File: config.mk
export PLATFORM = sky130hd
export DESIGN_NAME = cvwf_front
export DESIGN_NICKNAME = d
export VERILOG_FILES = /design/src/rtl/core/conv2d_valid_window_filter_unit_assert.svh /design/src/rtl/core/cvwf_pkg.sv /design/src/rtl/core/cvwf_front.sv
export SDC_FILE = /design/constraint.sdc
export NUM_CORES = 1
export LEC_CHECK = 0
export BUFFER_PORTS_ARGS = -buffer_cell sky130_fd_sc_hd__buf_4
export CORE_ASPECT_RATIO = 1.5
export CORE_UTILIZATION = 45
export DETAILED_ROUTE_END_ITERATION = 7
export PLACE_DENSITY = 0.72
export SLEW_MARGIN = 40
export SYNTH_ARGS = -nofsm -noshare
export SYNTH_HDL_FRONTEND = slang
export SYNTH_SLANG_ARGS = --single-unit
File: constraint.sdc
create_clock -name clk_i -period 12.3 [get_ports clk_i]
set_input_delay 1.845 -clock clk_i [delete_from_list [all_inputs] [get_ports clk_i]]
set_output_delay 1.845 -clock clk_i [all_outputs]
set_load 0.05 [all_outputs]
File: src/rtl/core/conv2d_valid_window_filter_unit_assert.svh
// Assertion macros used by the filter unit FIFO.
`ifndef CONV2D_VALID_WINDOW_FILTER_UNIT_ASSERT_SVH
`define CONV2D_VALID_WINDOW_FILTER_UNIT_ASSERT_SVH

`ifndef SYNTHESIS
`define CVWF_ASSERT(lbl, ante, cons) \
  lbl: assert property (@(posedge clk_i) disable iff (!rst_ni) (ante) |-> (cons)) \
    else $error("assertion failed");
`define CVWF_ASSERT_NXT(lbl, ante, cons) \
  lbl: assert property (@(posedge clk_i) disable iff (!rst_ni) (ante) |=> (cons)) \
    else $error("assertion failed");
`else
`define CVWF_ASSERT(lbl, ante, cons)
`define CVWF_ASSERT_NXT(lbl, ante, cons)
`endif

`endif

File: src/rtl/core/cvwf_pkg.sv
package cvwf_pkg;

  localparam int MAX_WIDTH  = 1024;
  localparam int MAX_KERNEL = 8;
  localparam int LINE_COLS  = MAX_WIDTH + MAX_KERNEL - 1;
  localparam int HIST_DEPTH = MAX_KERNEL - 1;
  localparam int KSTORE     = MAX_KERNEL * MAX_KERNEL;

  localparam int SMP_W  = 16;
  localparam int COL_W  = $clog2(LINE_COLS);
  localparam int ROW_W  = 14;
  localparam int EW_W   = 12;
  localparam int KIDX_W = $clog2(KSTORE);
  localparam int KPOS_W = $clog2(MAX_KERNEL);
  localparam int OW_W   = 11;
  localparam int OH_W   = 13;
  localparam int K_W    = 4;
  localparam int RES_W  = 24;
  localparam int ACC_W  = 40;

  localparam logic [1:0] STAT_OK     = 2'd0;
  localparam logic [1:0] STAT_SIZE   = 2'd1;
  localparam logic [1:0] STAT_KERNEL = 2'd2;

  localparam logic [1:0] REG_OUT_WIDTH   = 2'd0;
  localparam logic [1:0] REG_OUT_HEIGHT  = 2'd1;
  localparam logic [1:0] REG_KERNEL_SIZE = 2'd2;

  typedef struct packed {
    logic                    is_load;
    logic [KIDX_W-1:0]       idx;
    logic signed [SMP_W-1:0] coef;
    logic signed [SMP_W-1:0] sample;
    logic [COL_W-1:0]        col;
    logic                    full;
    logic                    last;
    logic [1:0]              status;
  } entry_t;

endpackage

File: src/rtl/core/cvwf_front.sv
module cvwf_front (
  input  logic                                clk_i,
  input  logic                                rst_ni,
  input  logic                                cfg_wr_i,
  input  logic [cvwf_pkg::OW_W-1:0]           out_width_i,
  input  logic [cvwf_pkg::OH_W-1:0]           out_height_i,
  input  logic [cvwf_pkg::K_W-1:0]            kernel_size_i,
  input  logic                                in_valid_i,
  output logic                                in_ready_o,
  input  logic                                req_type_i,
  input  logic [cvwf_pkg::KIDX_W-1:0]         coef_index_i,
  input  logic signed [cvwf_pkg::SMP_W-1:0]   coef_value_i,
  input  logic signed [cvwf_pkg::SMP_W-1:0]   sample_i,
  output logic                                push_o,
  output cvwf_pkg::entry_t                    entry_o,
  input  logic                                full_i
);

  logic [cvwf_pkg::COL_W-1:0] col_q, col_d;
  logic [cvwf_pkg::ROW_W-1:0] row_q, row_d;
  logic [cvwf_pkg::EW_W-1:0]  ew, c, kk;
  logic [cvwf_pkg::ROW_W-1:0] eh, kr;
  logic [1:0] status;
  logic full, is_last, adv;

  assign in_ready_o = !full_i;
  assign push_o     = in_valid_i && !full_i;

  always_comb begin
    kk = {{(cvwf_pkg::EW_W-cvwf_pkg::K_W){1'b0}}, kernel_size_i};
    kr = {{(cvwf_pkg::ROW_W-cvwf_pkg::K_W){1'b0}}, kernel_size_i};
    ew = {1'b0, out_width_i} + kk - 1'b1;
    eh = {1'b0, out_height_i} + kr - 1'b1;
    c  = ({1'b0, col_q} >= ew) ? '0 : {1'b0, col_q};
    if (out_width_i == '0 || out_height_i == '0 ||
        {1'b0, out_width_i} > cvwf_pkg::EW_W'(cvwf_pkg::MAX_WIDTH)) begin
      status = cvwf_pkg::STAT_SIZE;
    end else if (kernel_size_i == '0 ||
                 kernel_size_i > cvwf_pkg::K_W'(cvwf_pkg::MAX_KERNEL) ||
                 kk > {1'b0, out_width_i} || kr > {1'b0, out_height_i}) begin
      status = cvwf_pkg::STAT_KERNEL;
    end else begin
      status = cvwf_pkg::STAT_OK;
    end
    full    = (row_q >= kr - 1'b1) && (c >= kk - 1'b1);
    is_last = (row_q >= eh - 1'b1) && (c == ew - 1'b1);
    adv     = push_o && req_type_i && (status == cvwf_pkg::STAT_OK);
    if (c == ew - 1'b1) begin
      col_d = '0;
      row_d = is_last ? '0 : row_q + 1'b1;
    end else begin
      col_d = cvwf_pkg::COL_W'(c + 1'b1);
      row_d = row_q;
    end
    entry_o.is_load = !req_type_i;
    entry_o.idx     = coef_index_i;
    entry_o.coef    = coef_value_i;
    entry_o.sample  = sample_i;
    entry_o.col     = cvwf_pkg::COL_W'(c);
    entry_o.full    = full;
    entry_o.last    = is_last;
    entry_o.status  = status;
  end

  always_ff @(posedge clk_i or negedge rst_ni) begin
    if (!rst_ni) begin
      col_q <= '0;
      row_q <= '0;
    end else if (cfg_wr_i) begin
      col_q <= '0;
      row_q <= '0;
    end else if (adv) begin
      col_q <= col_d;
      row_q <= row_d;
    end
  end

endmodule

==> flow_summary_export.csv <==
group,metric,value,unit
final_layout,n_antenna_cell,0,
timing,post-route-worst-setup-slack,2.527,ns
synth,synthDistinctLibCells,78,
floorplan,fp.dieH,136.4,um
synth,ys_seq_area_frac,0.1155,
setup_path,crit_path_max_incr_delay,0.54,ns
final_layout,seq_area,625.6,um2
timing,fmax,102.3,MHz
drt,vias_per_cell,5.992,
timing,finalHoldViolations,0,
setup_path,crit_type,"input pin to output pin",
drt,vias,5141,
drt,ant_nets,0,
final_layout,n_fill_cell,1130,
drt,first_pass_iters,5,
run,drv_cap,0,
power,p_leak,2.740,nW
clocking,clk_latency,0.26,ns
clocking,ctsHoldBuffers,0,
setup_path,crit_family,"compound AO/OA/AOI/OAI gates",
synth,synth_fp_nets,885,
global_route,antenna_found_initial,0,
timing,tightest_slew,0.7559,ns
drt,drt_wl_total,14.44,mm
synth,synthTopCellsByArea,"ha_1 (24%), dfrtp_1 (12%), inv_1 (6.5%)",
clocking,cts_inserted_buffers,3,
synth,synth_most_common_cell,"ha_1",
global_route,grt_remaining_overflow,0,
final_layout,drive_above_1_share,0.1031,
clocking,post-cts-setup-buffers,0,
synth,synth_edf_count,0,
setup_path,start_kind,"input pin",
synth,syn_avg_cell_area,7.629,um2
synth,synthFlopType,"dfrtp_1",
global_route,top_usage_layer,"met2",
global_route,track_usage,0.2326,
timing,fin_worst_skew,0.003768,ns
synth,syn_inst,710,
drt,wire_per_inst,16.82,um
clocking,cts_tree,"done",
timing,timing.final.max_slew_violations,0,
run_status,status,"finished clean",
setup_path,slowest_stage,"o32ai_1",
floorplan,core,11590,um2
placed_design,place_worst_setup_slack,2.570,ns
timing,rsz0062_at_grt,"false",
synth,synth_seq_cells,25,
global_route,grt_max_degree,33,
floorplan,initial_core_util,0.4673,
placed_design,port_buffers,51,
global_route,use_met1,0.2330,
setup_path,crit_top_cell,"a21o_1",
floorplan,die-area,12490,um2
setup_path,crit_path_max_fanout,9,
global_route,grt_use_met3,0.03691,
min_path,holdCritPathClass,"register to register",
timing,slew-limit-headroom,0.4961,
clocking,cts_resized,0,
floorplan,dieWidth,91.58,um
clocking,clk_pin_slew,0.06,ns
final_layout,area_growth,5.336,%
final_layout,multi_input_area,4059,um2
clocking,clkSinkCount,25,
synth,yosysTopAreaCell,"ha_1",
timing,fin_crit_sh,0.7946,
synth,yosys-top-cells-count,"ha_1 (102), inv_1 (94), a21oi_1 (57)",
synth,async_reset_ff_frac,1.000,
timing,hold_ws,0.6258,ns
drt,drc,0,
drt,drtIter0Drc,285,
setup_path,crit_arrival,7.93,ns
floorplan,core.rowCount,48,
power,vdd_drop_max,0.06904,mV
global_route,grt_pass1_vias,5154,
clocking,cts_root_buf,"clkbuf_16",
setup_path,cp.buffers_inverters,5,
global_route,grt_pass1_wl,23.83,mm
timing,setup_viol,0,
placed_design,gp_congestion,0.9117,
global_route,grtUsageMet2,0.4599,
synth,yosysTopAreaCellShare,0.2356,
clocking,htreeDepth,1,
setup_path,critPathCaptureType,"output pin",
final_layout,nets,884,
setup_path,worstPathRequired,10.45,ns
power,p_per_area,62.59,nW/um2
timing,fin_tns_setup,0,ns
clocking,cts_buffer_depth,2,
synth,yosysWarnings,0,
synth,syn_area,5416,um2
placed_design,hpwl,11.78,mm
floorplan,ios,128,
timing,period_minus_slack,9.773,ns
-- cells by family (layout without fill, tap and decap cells) --
| family | count (synthesis) | count (layout) | share of synthesized area |
|---|---|---|---|
| AO/OA/AOI/OAI | 192 | 192 | 0.2469 |
| XOR/XNOR | 36 | 36 | 0.05821 |
| adder cells (fa/ha/maj) | 104 | 104 | 0.2412 |
| buffers and inverters | 154 | 152 | 0.1374 |
| flip-flops | 25 | 25 | 0.1155 |
| multiplexers | 3 | 3 | 0.006237 |
| AND/OR/NAND/NOR | 196 | 196 | 0.1945 |
-- through the flow --
stage / instances / area (um2) / total power, mW / utilization
after floorplan: 710 / 5416 / 0.2668 / -
after global placement: 854 / 5614 / 0.2777 / 0.4843
after detailed placement: 854 / 5619 / 0.2836 / 0.4848
after CTS: 858 / 5698 / 0.3575 / 0.4916
after global routing: 858 / 5705 / 0.3860 / 0.4922
final: 858 / 5705 / 0.3571 / 0.4922
-- tightest hold or removal path: stages, from the launching register on --
cell,delay (ns)
dfrtp_1,0.38
nor3_1,0.07
nand4_1,0.08
a21oi_1,0.06
-- cells in the final DEF (no fill, tap or decap), types with 3 or more instances in the layout --
| cell type | synthesis | layout |
|---|---|---|
| xnor2_1 | 28 | 28 |
| a41o_1 | 3 | 3 |
| nor3_1 | 19 | 17 |
| nor2_1 | 36 | 35 |
| a21o_1 | 25 | 25 |
| or3_1 | 7 | 7 |
| o21bai_1 | 9 | 9 |
| and2_1 | 8 | 8 |
| a2111oi_0 | 3 | 3 |
| a21oi_1 | 57 | 57 |
| o31ai_1 | 3 | 3 |
| nand4_1 | 27 | 27 |
| o211ai_1 | 5 | 5 |
| nand3_1 | 16 | 16 |
| o2111ai_1 | 4 | 4 |
| and3_1 | 10 | 10 |
| dfrtp_1 | 25 | 25 |
| xor2_1 | 8 | 8 |
| or2_2 | 3 | 3 |
| a211o_1 | 3 | 3 |
| o21ai_0 | 20 | 20 |
| and4_1 | 4 | 4 |
| o22ai_1 | 7 | 7 |
| nor2b_1 | 5 | 5 |
| nand2b_1 | 9 | 9 |
| a2111o_1 | 3 | 3 |
| nor4_1 | 5 | 5 |
| nand2_1 | 34 | 34 |
| a221oi_1 | 3 | 3 |
| buf_4 | 40 | 53 |
| a31o_1 | 11 | 11 |
| inv_1 | 94 | 94 |
| clkbuf_16 | 0 | 3 |
| a211oi_1 | 7 | 7 |
| ha_1 | 102 | 102 |
-- sequential cells by signal, summed over array words and instances (netlist names) --
| register | flops |
|---|---|
| row_q | 14 |
| col_q | 11 |
-- final cells by class --
class | count | area share
Multi-Input combinational cell | 531 | 0.7114
Sequential cell | 25 | 0.1096
Timing Repair Buffer | 53 | 0.06974
Inverter | 95 | 0.06250
Tap cell | 150 | 0.03289
Clock buffer | 4 | 0.01382
-- final timing paths --
kind                                            from                    end  slack (ns)  cells after the start
worst max-delay path                kernel_size_i[3]             entry_o[3]        2.53                     30
worst min-delay path            row_q[0]$_DFFE_PN0P_   row_q[0]$_DFFE_PN0P_        0.63                      3
worst max register to register  col_q[2]$_DFFE_PN0P_  col_q[10]$_DFFE_PN0P_        8.00                     16
worst min register to register  row_q[0]$_DFFE_PN0P_   row_q[0]$_DFFE_PN0P_        0.63                      3
max in group asynchronous                     rst_ni   col_q[9]$_DFFE_PN0P_       10.56                      1
min in group asynchronous                     rst_ni  row_q[11]$_DFFE_PN0P_        1.48                      1
-- per-layer routing --
metal | part of all wire | vias to the layer above
li1 | - | 2516
met1 | 0.37 | 2400
met2 | 0.53 | 179
met3 | 0.053 | 46
met4 | 0.051 | 0
met5 | 0 | -
-- where the power goes --
group	leakage (nW)	switching [mW]	internal (mW)	total, mW
logic	2.35	0.121	0.0794	0.200
registers	0.349	0.00122	0.0829	0.0841
clock network	0.0382	0.0283	0.0443	0.0726
total	2.74	0.150	0.207	0.357
No activity file was read; power rests on OpenSTA's default activity.
