**config.mk**
```make
export PLATFORM = sky130hd
export DESIGN_NAME = cvwf_fifo
export DESIGN_NICKNAME = d
export VERILOG_FILES = /design/src/rtl/core/cvwf_pkg.sv /design/src/rtl/core/cvwf_fifo.sv
export VERILOG_INCLUDE_DIRS = /design/src /design/src/rtl/core
export SDC_FILE = /design/constraint.sdc
export NUM_CORES = 1
export LEC_CHECK = 0
export BUFFER_PORTS_ARGS = -buffer_cell sky130_fd_sc_hd__buf_4
export CAP_MARGIN = 20
export CORE_MARGIN = 2
export CORE_UTILIZATION = 53
export CTS_BUF_LIST = sky130_fd_sc_hd__clkbuf_4
export DETAILED_ROUTE_END_ITERATION = 16
export PLACE_DENSITY = 0.78
export SLEW_MARGIN = 20
export SYNTH_ARGS = -nofsm -noshare
export SYNTH_HDL_FRONTEND = slang
export SYNTH_SLANG_ARGS = --single-unit
```
**constraint.sdc**
```tcl
create_clock -name clk_i -period 4.5 [get_ports clk_i]
set_input_delay 1.125 -clock clk_i [delete_from_list [all_inputs] [get_ports clk_i]]
set_output_delay 1.125 -clock clk_i [all_outputs]
set_load 0.1 [all_outputs]
```
**src/rtl/core/conv2d_valid_window_filter_unit_assert.svh**
```systemverilog
// Assertion macros used by the filter unit FIFO.
`ifndef CONV2D_VALID_WINDOW_FILTER_UNIT_ASSERT_SVH
`define CONV2D_VALID_WINDOW_FILTER_UNIT_ASSERT_SVH

`ifndef SYNTHESIS
`define CVWF_ASSERT(lbl, ante, cons) \
  lbl: assert property (@(posedge clk_i) disable iff (!rst_ni) (ante) |-> (cons)) \
    else $error("assertion failed");
`define CVWF_ASSERT_NXT(lbl, ante, cons) \
  lbl: assert property (@(posedge clk_i) disable iff (!rst_ni) (ante) |=> (cons)) \
    else $error("assertion failed");
`else
`define CVWF_ASSERT(lbl, ante, cons)
`define CVWF_ASSERT_NXT(lbl, ante, cons)
`endif

`endif

```
**src/rtl/core/cvwf_pkg.sv**
```systemverilog
package cvwf_pkg;

  localparam int MAX_WIDTH  = 1024;
  localparam int MAX_KERNEL = 8;
  localparam int LINE_COLS  = MAX_WIDTH + MAX_KERNEL - 1;
  localparam int HIST_DEPTH = MAX_KERNEL - 1;
  localparam int KSTORE     = MAX_KERNEL * MAX_KERNEL;

  localparam int SMP_W  = 16;
  localparam int COL_W  = $clog2(LINE_COLS);
  localparam int ROW_W  = 14;
  localparam int EW_W   = 12;
  localparam int KIDX_W = $clog2(KSTORE);
  localparam int KPOS_W = $clog2(MAX_KERNEL);
  localparam int OW_W   = 11;
  localparam int OH_W   = 13;
  localparam int K_W    = 4;
  localparam int RES_W  = 24;
  localparam int ACC_W  = 40;

  localparam logic [1:0] STAT_OK     = 2'd0;
  localparam logic [1:0] STAT_SIZE   = 2'd1;
  localparam logic [1:0] STAT_KERNEL = 2'd2;

  localparam logic [1:0] REG_OUT_WIDTH   = 2'd0;
  localparam logic [1:0] REG_OUT_HEIGHT  = 2'd1;
  localparam logic [1:0] REG_KERNEL_SIZE = 2'd2;

  typedef struct packed {
    logic                    is_load;
    logic [KIDX_W-1:0]       idx;
    logic signed [SMP_W-1:0] coef;
    logic signed [SMP_W-1:0] sample;
    logic [COL_W-1:0]        col;
    logic                    full;
    logic                    last;
    logic [1:0]              status;
  } entry_t;

endpackage

```
**src/rtl/core/cvwf_fifo.sv**
```systemverilog
`include "conv2d_valid_window_filter_unit_assert.svh"

module cvwf_fifo (
  input  logic            clk_i,
  input  logic            rst_ni,
  input  logic            push_i,
  input  cvwf_pkg::entry_t data_i,
  output logic            full_o,
  input  logic            pop_i,
  output logic            empty_o,
  output cvwf_pkg::entry_t data_o
);

  cvwf_pkg::entry_t mem_q [2];
  logic       wr_q, rd_q;
  logic [1:0] cnt_q;

  assign full_o  = (cnt_q == 2'd2);
  assign empty_o = (cnt_q == 2'd0);
  assign data_o  = mem_q[rd_q];

  always_ff @(posedge clk_i) begin
    if (push_i) begin
      mem_q[wr_q] <= data_i;
    end
  end

  always_ff @(posedge clk_i or negedge rst_ni) begin
    if (!rst_ni) begin
      wr_q  <= 1'b0;
      rd_q  <= 1'b0;
      cnt_q <= 2'd0;
    end else begin
      if (push_i) wr_q <= ~wr_q;
      if (pop_i) rd_q <= ~rd_q;
      cnt_q <= cnt_q + {1'b0, push_i} - {1'b0, pop_i};
    end
  end

  `CVWF_ASSERT(a_no_overflow, push_i, cnt_q != 2'd2)
  `CVWF_ASSERT(a_no_underflow, pop_i, cnt_q != 2'd0)
  `CVWF_ASSERT(a_cnt_range, 1'b1, cnt_q != 2'd3)

endmodule

```
==> impl_metrics.toml, run 1 <==
[outcome]
status = "finished clean"

[layout]
multiInputGateArea_um2 = 890
area.sequential_mm2 = 0.00335
final_area_mm2 = 0.00536
layout_common_cells = "buf_4 (116), edfxtp_1 (108), mux2_4 (49), clkbuf_4 (9), mux2_2 (5)"
syn_to_final_growth_pct = 23.4
layout_commonest_cell = "buf_4"
n_antenna_cell = 0
nNetsFinal = 364
num-fill-cells = 582
final_cells = 414
final_util_pct = 66.2
drive_gt1_share_pct = 60.2

[cts]
cts_num_sinks = 112
cts_buffers = 9
h-tree-depth = 3
clock-root-buffer = "clkbuf_4"
insertion_delay_ns = 0.44
postCtsSetupBuffers = 0
clk_pin_slew_worst_paths_ns = 0.15
cts_tree = "built"
ctsHoldBuffers = 0
clock_path_buffers = 2
cts_resized = 0

[synthesis]
yosysWarnings = 0
syn_area_mm2 = 0.00434
ys_ff_latch = 112
syn_area_per_cell_um2 = 23.7
synth_cell_type_count = 13
syn_inst = 183
syn_nets = 243
yosysSeqAreaShare_pct = 77.0

[routing]
drtPass1Iterations = 4
wl_per_cell_um = 15.8
drc_errors = 0
vias = 2014
antenna_left = 0
wl_um = 6550
drtIter0Drc = 46
viasPerCell = 4.86

[global_route]
grt_max_degree = 56
grt_pass1_wl_um = 9570
grt-ovfl-total = 0
track_usage_pct = 14.6
grt_pass1_vias = 2052
antenna_found_initial = 0

[worst_setup_path]
worstSetupEndpointType = "primary output"
endpoint = "data_o[53]"
rr_worst_depth = 2
crit_path_start = "rd_q"
reg2reg_from = "wr_q"
r2r_setup_slack_ns = 2.54
required_ns = 3.38
reg2reg_to = "mem_q[1][17]"
cp.arrival_ns = 2.21
critPathLaunchType = "flop"
crit_fanout = 55
crit_type = "reg2out"

[sta]
finalSetupViolations = 0
fin_skew_ns = 0.0233
period_minus_slack_ns = 3.33
fmax_ghz = 0.300
fin_crit_sh_pct = 74.0
worstMarginPinSlew_ns = 0.990
maxSlewHeadroom_pct = 34.0
hold_violations = 0
rsz0062_at_grt = "false"
tns_ns = 0
slew_viol_final = 0

[job]
cap_violations = 0

[placement]
hpwl_um = 4260
place_inst = 398
portBuffers = 113
gp_congestion = 0.706
dpl-instance-area_mm2 = 0.00525

[floorplanning]
fp-row-count = 33
die_w_um = 94.5
core-area_mm2 = 0.00809
pin_count = 114
die_h_um = 94.5
dieArea_mm2 = 0.00893
initial_core_util_pct = 53.7

[worst_hold_path]
min_path_type = "in2async"
## synthesized netlist by cell type, drive strengths merged
| master | count | area, um2 |
|---|---|---|
| edfxtp | 108 | 3240 |
| and2 | 1 | 6.26 |
| inv | 2 | 7.51 |
| xor2 | 2 | 17.5 |
| nor2b | 2 | 12.5 |
| dfrtp | 4 | 100 |
| ha | 2 | 25.0 |
| xor3 | 1 | 23.8 |
| buf | 6 | 111 |
| nor2 | 1 | 3.75 |
| mux2 | 54 | 792 |
## critical path, stage by stage, from the launching register on
cell     delay [ns]
dfrtp_4        1.12
mux2_2         0.42
buf_4          0.23
## registers in the layout, summed over array words and instances, names as in the netlist
| register | count |
|---|---|
| wr_q | 1 |
| mem_q | 108 |
| rd_q | 1 |
| cnt_q | 2 |
## cells by family (layout without fill, tap and decap cells)
| group | count (synthesis) | in the layout | synth area share (%) |
|---|---|---|---|
| flip-flops | 112 | 112 | 77.0 |
| buffers and inverters | 8 | 134 | 2.74 |
| multiplexers | 54 | 54 | 18.2 |
| XOR/XNOR | 3 | 3 | 0.951 |
| adder cells (fa/ha/maj) | 2 | 2 | 0.576 |
| AND/OR/NAND/NOR | 4 | 4 | 0.519 |
## final cells by class
type	count	area share, %
multi-input combinational	63	16.6
clock inverter	7	0.864
timing repair buffer	116	16.2
clock buffer	9	1.26
inverter	2	0.140
tap	105	2.45
sequential	112	62.4
## per-stage QoR
| step | hold slack, ns | worst slack [ns] |
|---|---|---|
| after floorplan | 0.455 | 0.515 |
| after global placement | 0.521 | 1.61 |
| after detailed placement | 0.540 | 1.61 |
| after CTS | 0.439 | 1.11 |
| after global routing | 0.435 | 1.05 |
| final | 0.466 | 1.17 |
## worst min-delay path by stage
| stage | startpoint | end | slack (ns) |
|---|---|---|---|
| 2_1_floorplan | wr_q | wr_q | 0.46 |
| 3_3_place_gp | wr_q | wr_q | 0.52 |
| 3_5_place_dp | wr_q | wr_q | 0.54 |
| 4_1_cts | rst_ni | rd_q | 0.44 |
| 5_1_grt | rst_ni | cnt_q[1] | 0.43 |
| 6_report | rst_ni | cnt_q[0] | 0.47 |
## routing by layer
| metal | global-route usage, % | routed length, um | up-vias |
|---|---|---|---|
| met5 | 0 | 0 | - |
| met4 | 6.52 | 75 | 0 |
| met3 | 4.07 | 425 | 7 |
| met2 | 25.7 | 3430 | 66 |
| met1 | 16.7 | 2630 | 982 |
| li1 | - | - | 959 |
Power of run 1 is left out: the tool's default activity adds up to more than one toggle a clock period on the data nets, which glitch-free logic cannot reach.
==> inputs of run 2 (changes only) <==
- ABC_AREA: default -> 1
- CORE_UTILIZATION: 53 -> 49
- PLACE_DENSITY: 0.78 -> 0.76
- clock period: 4.5 -> 3 ns (I/O delays scaled with it)
==> impl_metrics.toml, run 2 <==
[worst_setup_path]
worstSetupEndpointType = "primary output"
worstPathCellList = "buf_12 -> nand2_1 -> o21ai_1 -> buf_4"
critPathLaunchType = "flop"
slowest_delay_ns = 0.68
crit_cells = 4
critPathBufInv = 2
cp.arrival_ns = 1.94
rr_worst_depth = 3
crit_fanout = 50
critPathTopFamily = "flip-flops"
cp_slowest_cell = "dfrtp_4"
crit_type = "reg2out"
required_ns = 2.25
r2r_setup_slack_ns = 1.47

[sta]
slew_viol_final = 0
fmax_ghz = 0.371
rsz0062_at_grt = "false"
worstMarginPinSlew_ns = 0.514
finalSetupViolations = 0
period_minus_slack_ns = 2.69
tns_ns = 0
whs_ns = 0.0689
hold_violations = 0
worst_slack_ns = 0.307
fin_crit_sh_pct = 89.8
maxSlewHeadroom_pct = 65.7
fin_skew_ns = 0.0117

[synthesis]
ys_ff_latch = 112
synth_ff_type = "edfxtp_1"
netlist_top_cells_area = "edfxtp_1 (77%), inv_1 (5.4%), nand2_1 (5.3%), o21ai_0 (5.1%), dfrtp_1 (2.4%)"
synth_edf_count = 108
synth-async-reset-ratio_pct = 3.57
syn_area_mm2 = 0.00423
yosysTopAreaCell = "edfxtp_1"
synth_cell_type_count = 14
yosys-top-cells-count = "edfxtp_1 (108), inv_1 (61), nand2_1 (60)"
yosysSeqAreaShare_pct = 79.0
synth_top_area_share_pct = 76.7
synth_most_common_cell = "edfxtp_1"
yosysWarnings = 0
syn_nets = 367
syn_area_per_cell_um2 = 13.8
syn_inst = 307

[cts]
clock-root-buffer = "clkbuf_4"
cts_buffers = 9
cts_tree = "built"
clock_path_buffers = 2
ctsHoldBuffers = 0
cts_resized = 0
insertion_delay_ns = 0.43
cts_num_sinks = 112
h-tree-depth = 3
postCtsSetupBuffers = 0
clk_pin_slew_worst_paths_ns = 0.16

[global_route]
grt_pass1_vias = 2395
grt_max_degree = 51
antenna_found_initial = 0
track_usage_pct = 15.3
grt_pass1_wl_um = 11200
grt-ovfl-total = 0

[layout]
nNetsFinal = 484
multiInputGateArea_um2 = 584
drive_gt1_share_pct = 33.2
n_antenna_cell = 0
largest_register_ffs = 108
regMostFlops = "mem_q"
top_regs = "mem_q x108, cnt_q x2"
layout_common_cells = "buf_4 (116), edfxtp_1 (108), inv_1 (60), nand2_1 (60), o21ai_1 (43)"
final_area_mm2 = 0.00534
area.sequential_mm2 = 0.00335
syn_to_final_growth_pct = 26.2
num-fill-cells = 624
layout_commonest_cell = "buf_4"

[worst_hold_path]
min_path_type = "in2async"

[routing]
vias = 2495
wl_met1_um = 2840
wl_met3_um = 420
routed.top_layer = "met4"
drtPass1Iterations = 4
viasPerCell = 4.68
antenna_left = 0
dr_wl_met2_um = 3600
wl_um = 7060
wl_per_cell_um = 13.2
drtIter0Drc = 93
drc_errors = 0

[outcome]
status = "finished clean"

[placement]
hpwl_um = 4810
dpl-instance-area_mm2 = 0.00520
gp_congestion = 0.703
place_ws_ns = 0.780
portBuffers = 113

[floorplanning]
dieArea_mm2 = 0.00939
die_w_um = 96.9
initial_core_util_pct = 51.0
core-area_mm2 = 0.00830
die_h_um = 96.9
fp-row-count = 33
pin_count = 114

[job]
cap_violations = 0
==> run 2: cell count changes after synthesis, sizes merged <==
cell	before	now
nand3	0	1
nand2	0	60
mux2	54	0
inv	2	61
buf	6	12
nor2	1	3
o21ai	0	54
xor3	1	0
and2	1	0
nor2b	2	0
==> run 2: cell type report <==
type | instances | area share (%)
clock buffers | 9 | 1.27
clock inverters | 6 | 1.31
inverters | 61 | 4.29
multi-input cells | 122 | 10.9
flip-flops and latches | 112 | 62.7
well taps | 105 | 2.46
repair buffers | 118 | 17.1
==> run 2: stage by stage <==
stage	cells	util, %
finish	533	64.3
global route	533	64.3
CTS	533	64.3
detailed placement	518	62.7
global placement	518	62.7
floorplan	307	-
==> run 2: cells by family after synthesis <==
logic type | synth area share (%)
fa+ha+maj | 0.591
flops | 79.0
xor+xnor | 0.414
buf+inv | 7.34
compound gates | 6.92
simple gates | 5.71
==> run 2: metal layers <==
metal	track usage [%]	vias up
li1	-	1260
met5	0	-
met4	7.80	0
met1	17.6	1137
met2	26.5	83
met3	3.90	15
==> run 2: worst paths after layout <==
kind / end / start
worst min register to register: wr_q / wr_q
min in group clk_i: mem_q[1][0] / data_i[0]
worst min-delay path: cnt_q[0] / rst_ni
worst max-delay path: data_o[3] / rd_q
worst max register to register: mem_q[1][22] / wr_q
max in group asynchronous: rd_q / rst_ni
==> run 2: worst reg2reg max path, delay by kind of cell (launching register included) <==
kind,cells,cell delay (ns)
buf+inv,2,0.67
flops,1,0.46
simple gates,1,0.09
Power of run 2 is left out for the same reason.
==> inputs of run 3 (changes only) <==
- CORE_UTILIZATION: 49 -> 53
- PLACE_DENSITY: 0.76 -> 0.78
- clock period: 3 -> 2.6 ns (I/O delays scaled with it)
==> impl_metrics.toml, run 3 (synthesized netlist as in run 2, its figures left out) <==
[outcome]
status = "finished clean"

[sta]
rsz0062_at_grt = "true"
worstMarginPinSlew_ns = 0.370
maxSlewHeadroom_pct = 75.3
fin_crit_sh_pct = 95.6
worst_slack_ns = 0.113
finalSetupViolations = 0
fmax_ghz = 0.402
slew_viol_final = 0
period_minus_slack_ns = 2.49
fin_skew_ns = 0.0127
hold_violations = 0

[routing]
vias = 2530
drtIter0Drc = 187
drc_errors = 0
wl_um = 7620
antenna_left = 0
wl_per_cell_um = 14.2
viasPerCell = 4.73
drtPass1Iterations = 4

[worst_setup_path]
required_ns = 1.95
worstSetupEndpointType = "primary output"
critPathLaunchType = "flop"
crit_type = "reg2out"
cp.arrival_ns = 1.84
crit_fanout = 22

[global_route]
grt_pass1_wl_um = 12000
grt_pass1_vias = 2509
grt_max_degree = 34
track_usage_pct = 18.5
antenna_found_initial = 0
grt-ovfl-total = 0

[cts]
clock-root-buffer = "clkbuf_4"
cts_tree = "built"
cts_buffers = 9
cts_num_sinks = 112
insertion_delay_ns = 0.44
clk_pin_slew_worst_paths_ns = 0.16
h-tree-depth = 3
clock_path_buffers = 2

[layout]
nNetsFinal = 488
syn_to_final_growth_pct = 29.0
drive_gt1_share_pct = 36.5
layout_common_cells = "buf_4 (113), edfxtp_1 (108), inv_1 (60), nand2_1 (60), o21ai_1 (19)"
layout_commonest_cell = "buf_4"
n_antenna_cell = 0
largest_register_ffs = 108
regMostFlops = "mem_q"
top_regs = "mem_q x108, cnt_q x2"
num-fill-cells = 553

[floorplanning]
initial_core_util_pct = 54.7
fp-row-count = 32
die_w_um = 93.3
pin_count = 114
core-area_mm2 = 0.00773
die_h_um = 93.3
dieArea_mm2 = 0.00871

[placement]
hpwl_um = 5330
portBuffers = 113
gp_congestion = 0.768
place_ws_ns = 0.471

[job]
cap_violations = 0

[worst_hold_path]
min_path_type = "in2reg"
## run 3: changes by cell type in the layout (fill, tap and decap cells not counted), moves of 3 or more
cell and change:
o21ai_0 +12, o21ai_1 -24, buf_6 +7, o21ai_2 +12, buf_4 -3
## run 3: final cells by class
| cell class | count | area, um2 | share of cell area (%) |
|---|---|---|---|
| tap | 102 | 128 | 2.34 |
| timing repair buffer | 122 | 957 | 17.5 |
| clock inverter | 6 | 91.3 | 1.67 |
| multi-input combinational | 122 | 629 | 11.5 |
| sequential | 112 | 3350 | 61.3 |
| clock buffer | 10 | 75.1 | 1.38 |
| inverter | 61 | 229 | 4.20 |
## run 3: what timing repair did
action / 4_1_cts / 5_1_grt
hold buffers: 1 / 0
gates cloned: 0 / 0
setup buffers: 1 / 0
endpoints found under the setup margin: 22 / 6
endpoints found under the hold margin: 4 / 0
resized for setup: 1 / 8
## run 3: per-stage QoR
step	hold WS, ns	utilization, %	instances	cell area [um2]	setup TNS (ns)
after floorplan	0.354	-	307	4280	-17.22
after global placement	0.451	67.9	517	5250	0
after detailed placement	0.456	67.9	517	5250	0
after CTS	0.352	70.4	535	5440	0
after global routing	0.350	70.6	535	5460	-0.0103
final	0.374	70.6	535	5460	0
## run 3: path summary, 6_finish.rpt
| kind | from | endpoint | slack (ns) | cells after the start |
|---|---|---|---|---|
| min in group asynchronous | rst_ni | cnt_q[0] | 0.51 | 2 |
| min | data_i[14] | mem_q[1][14] | 0.37 | 1 |
| max in group asynchronous | rst_ni | rd_q | 1.97 | 2 |
| min reg2reg | wr_q | wr_q | 0.57 | 1 |
| max reg2reg | wr_q | mem_q[0][52] | 1.32 | 2 |
| max | rd_q | data_o[33] | 0.11 | 3 |
## run 3: critical path: stages (launching register included)
cell     delay (ns)
dfrtp_4        0.63
buf_6          0.21
o21ai_0        0.22
buf_4          0.33
## run 3: per-layer routing
| metal | part of all wire [%] | global-route usage (%) |
|---|---|---|
| met5 | 0 | 0 |
| met4 | 1.8 | 7.35 |
| met3 | 7.7 | 5.32 |
| met2 | 51 | 31.5 |
| met1 | 39 | 22.2 |
Power of run 3 is left out for the same reason.
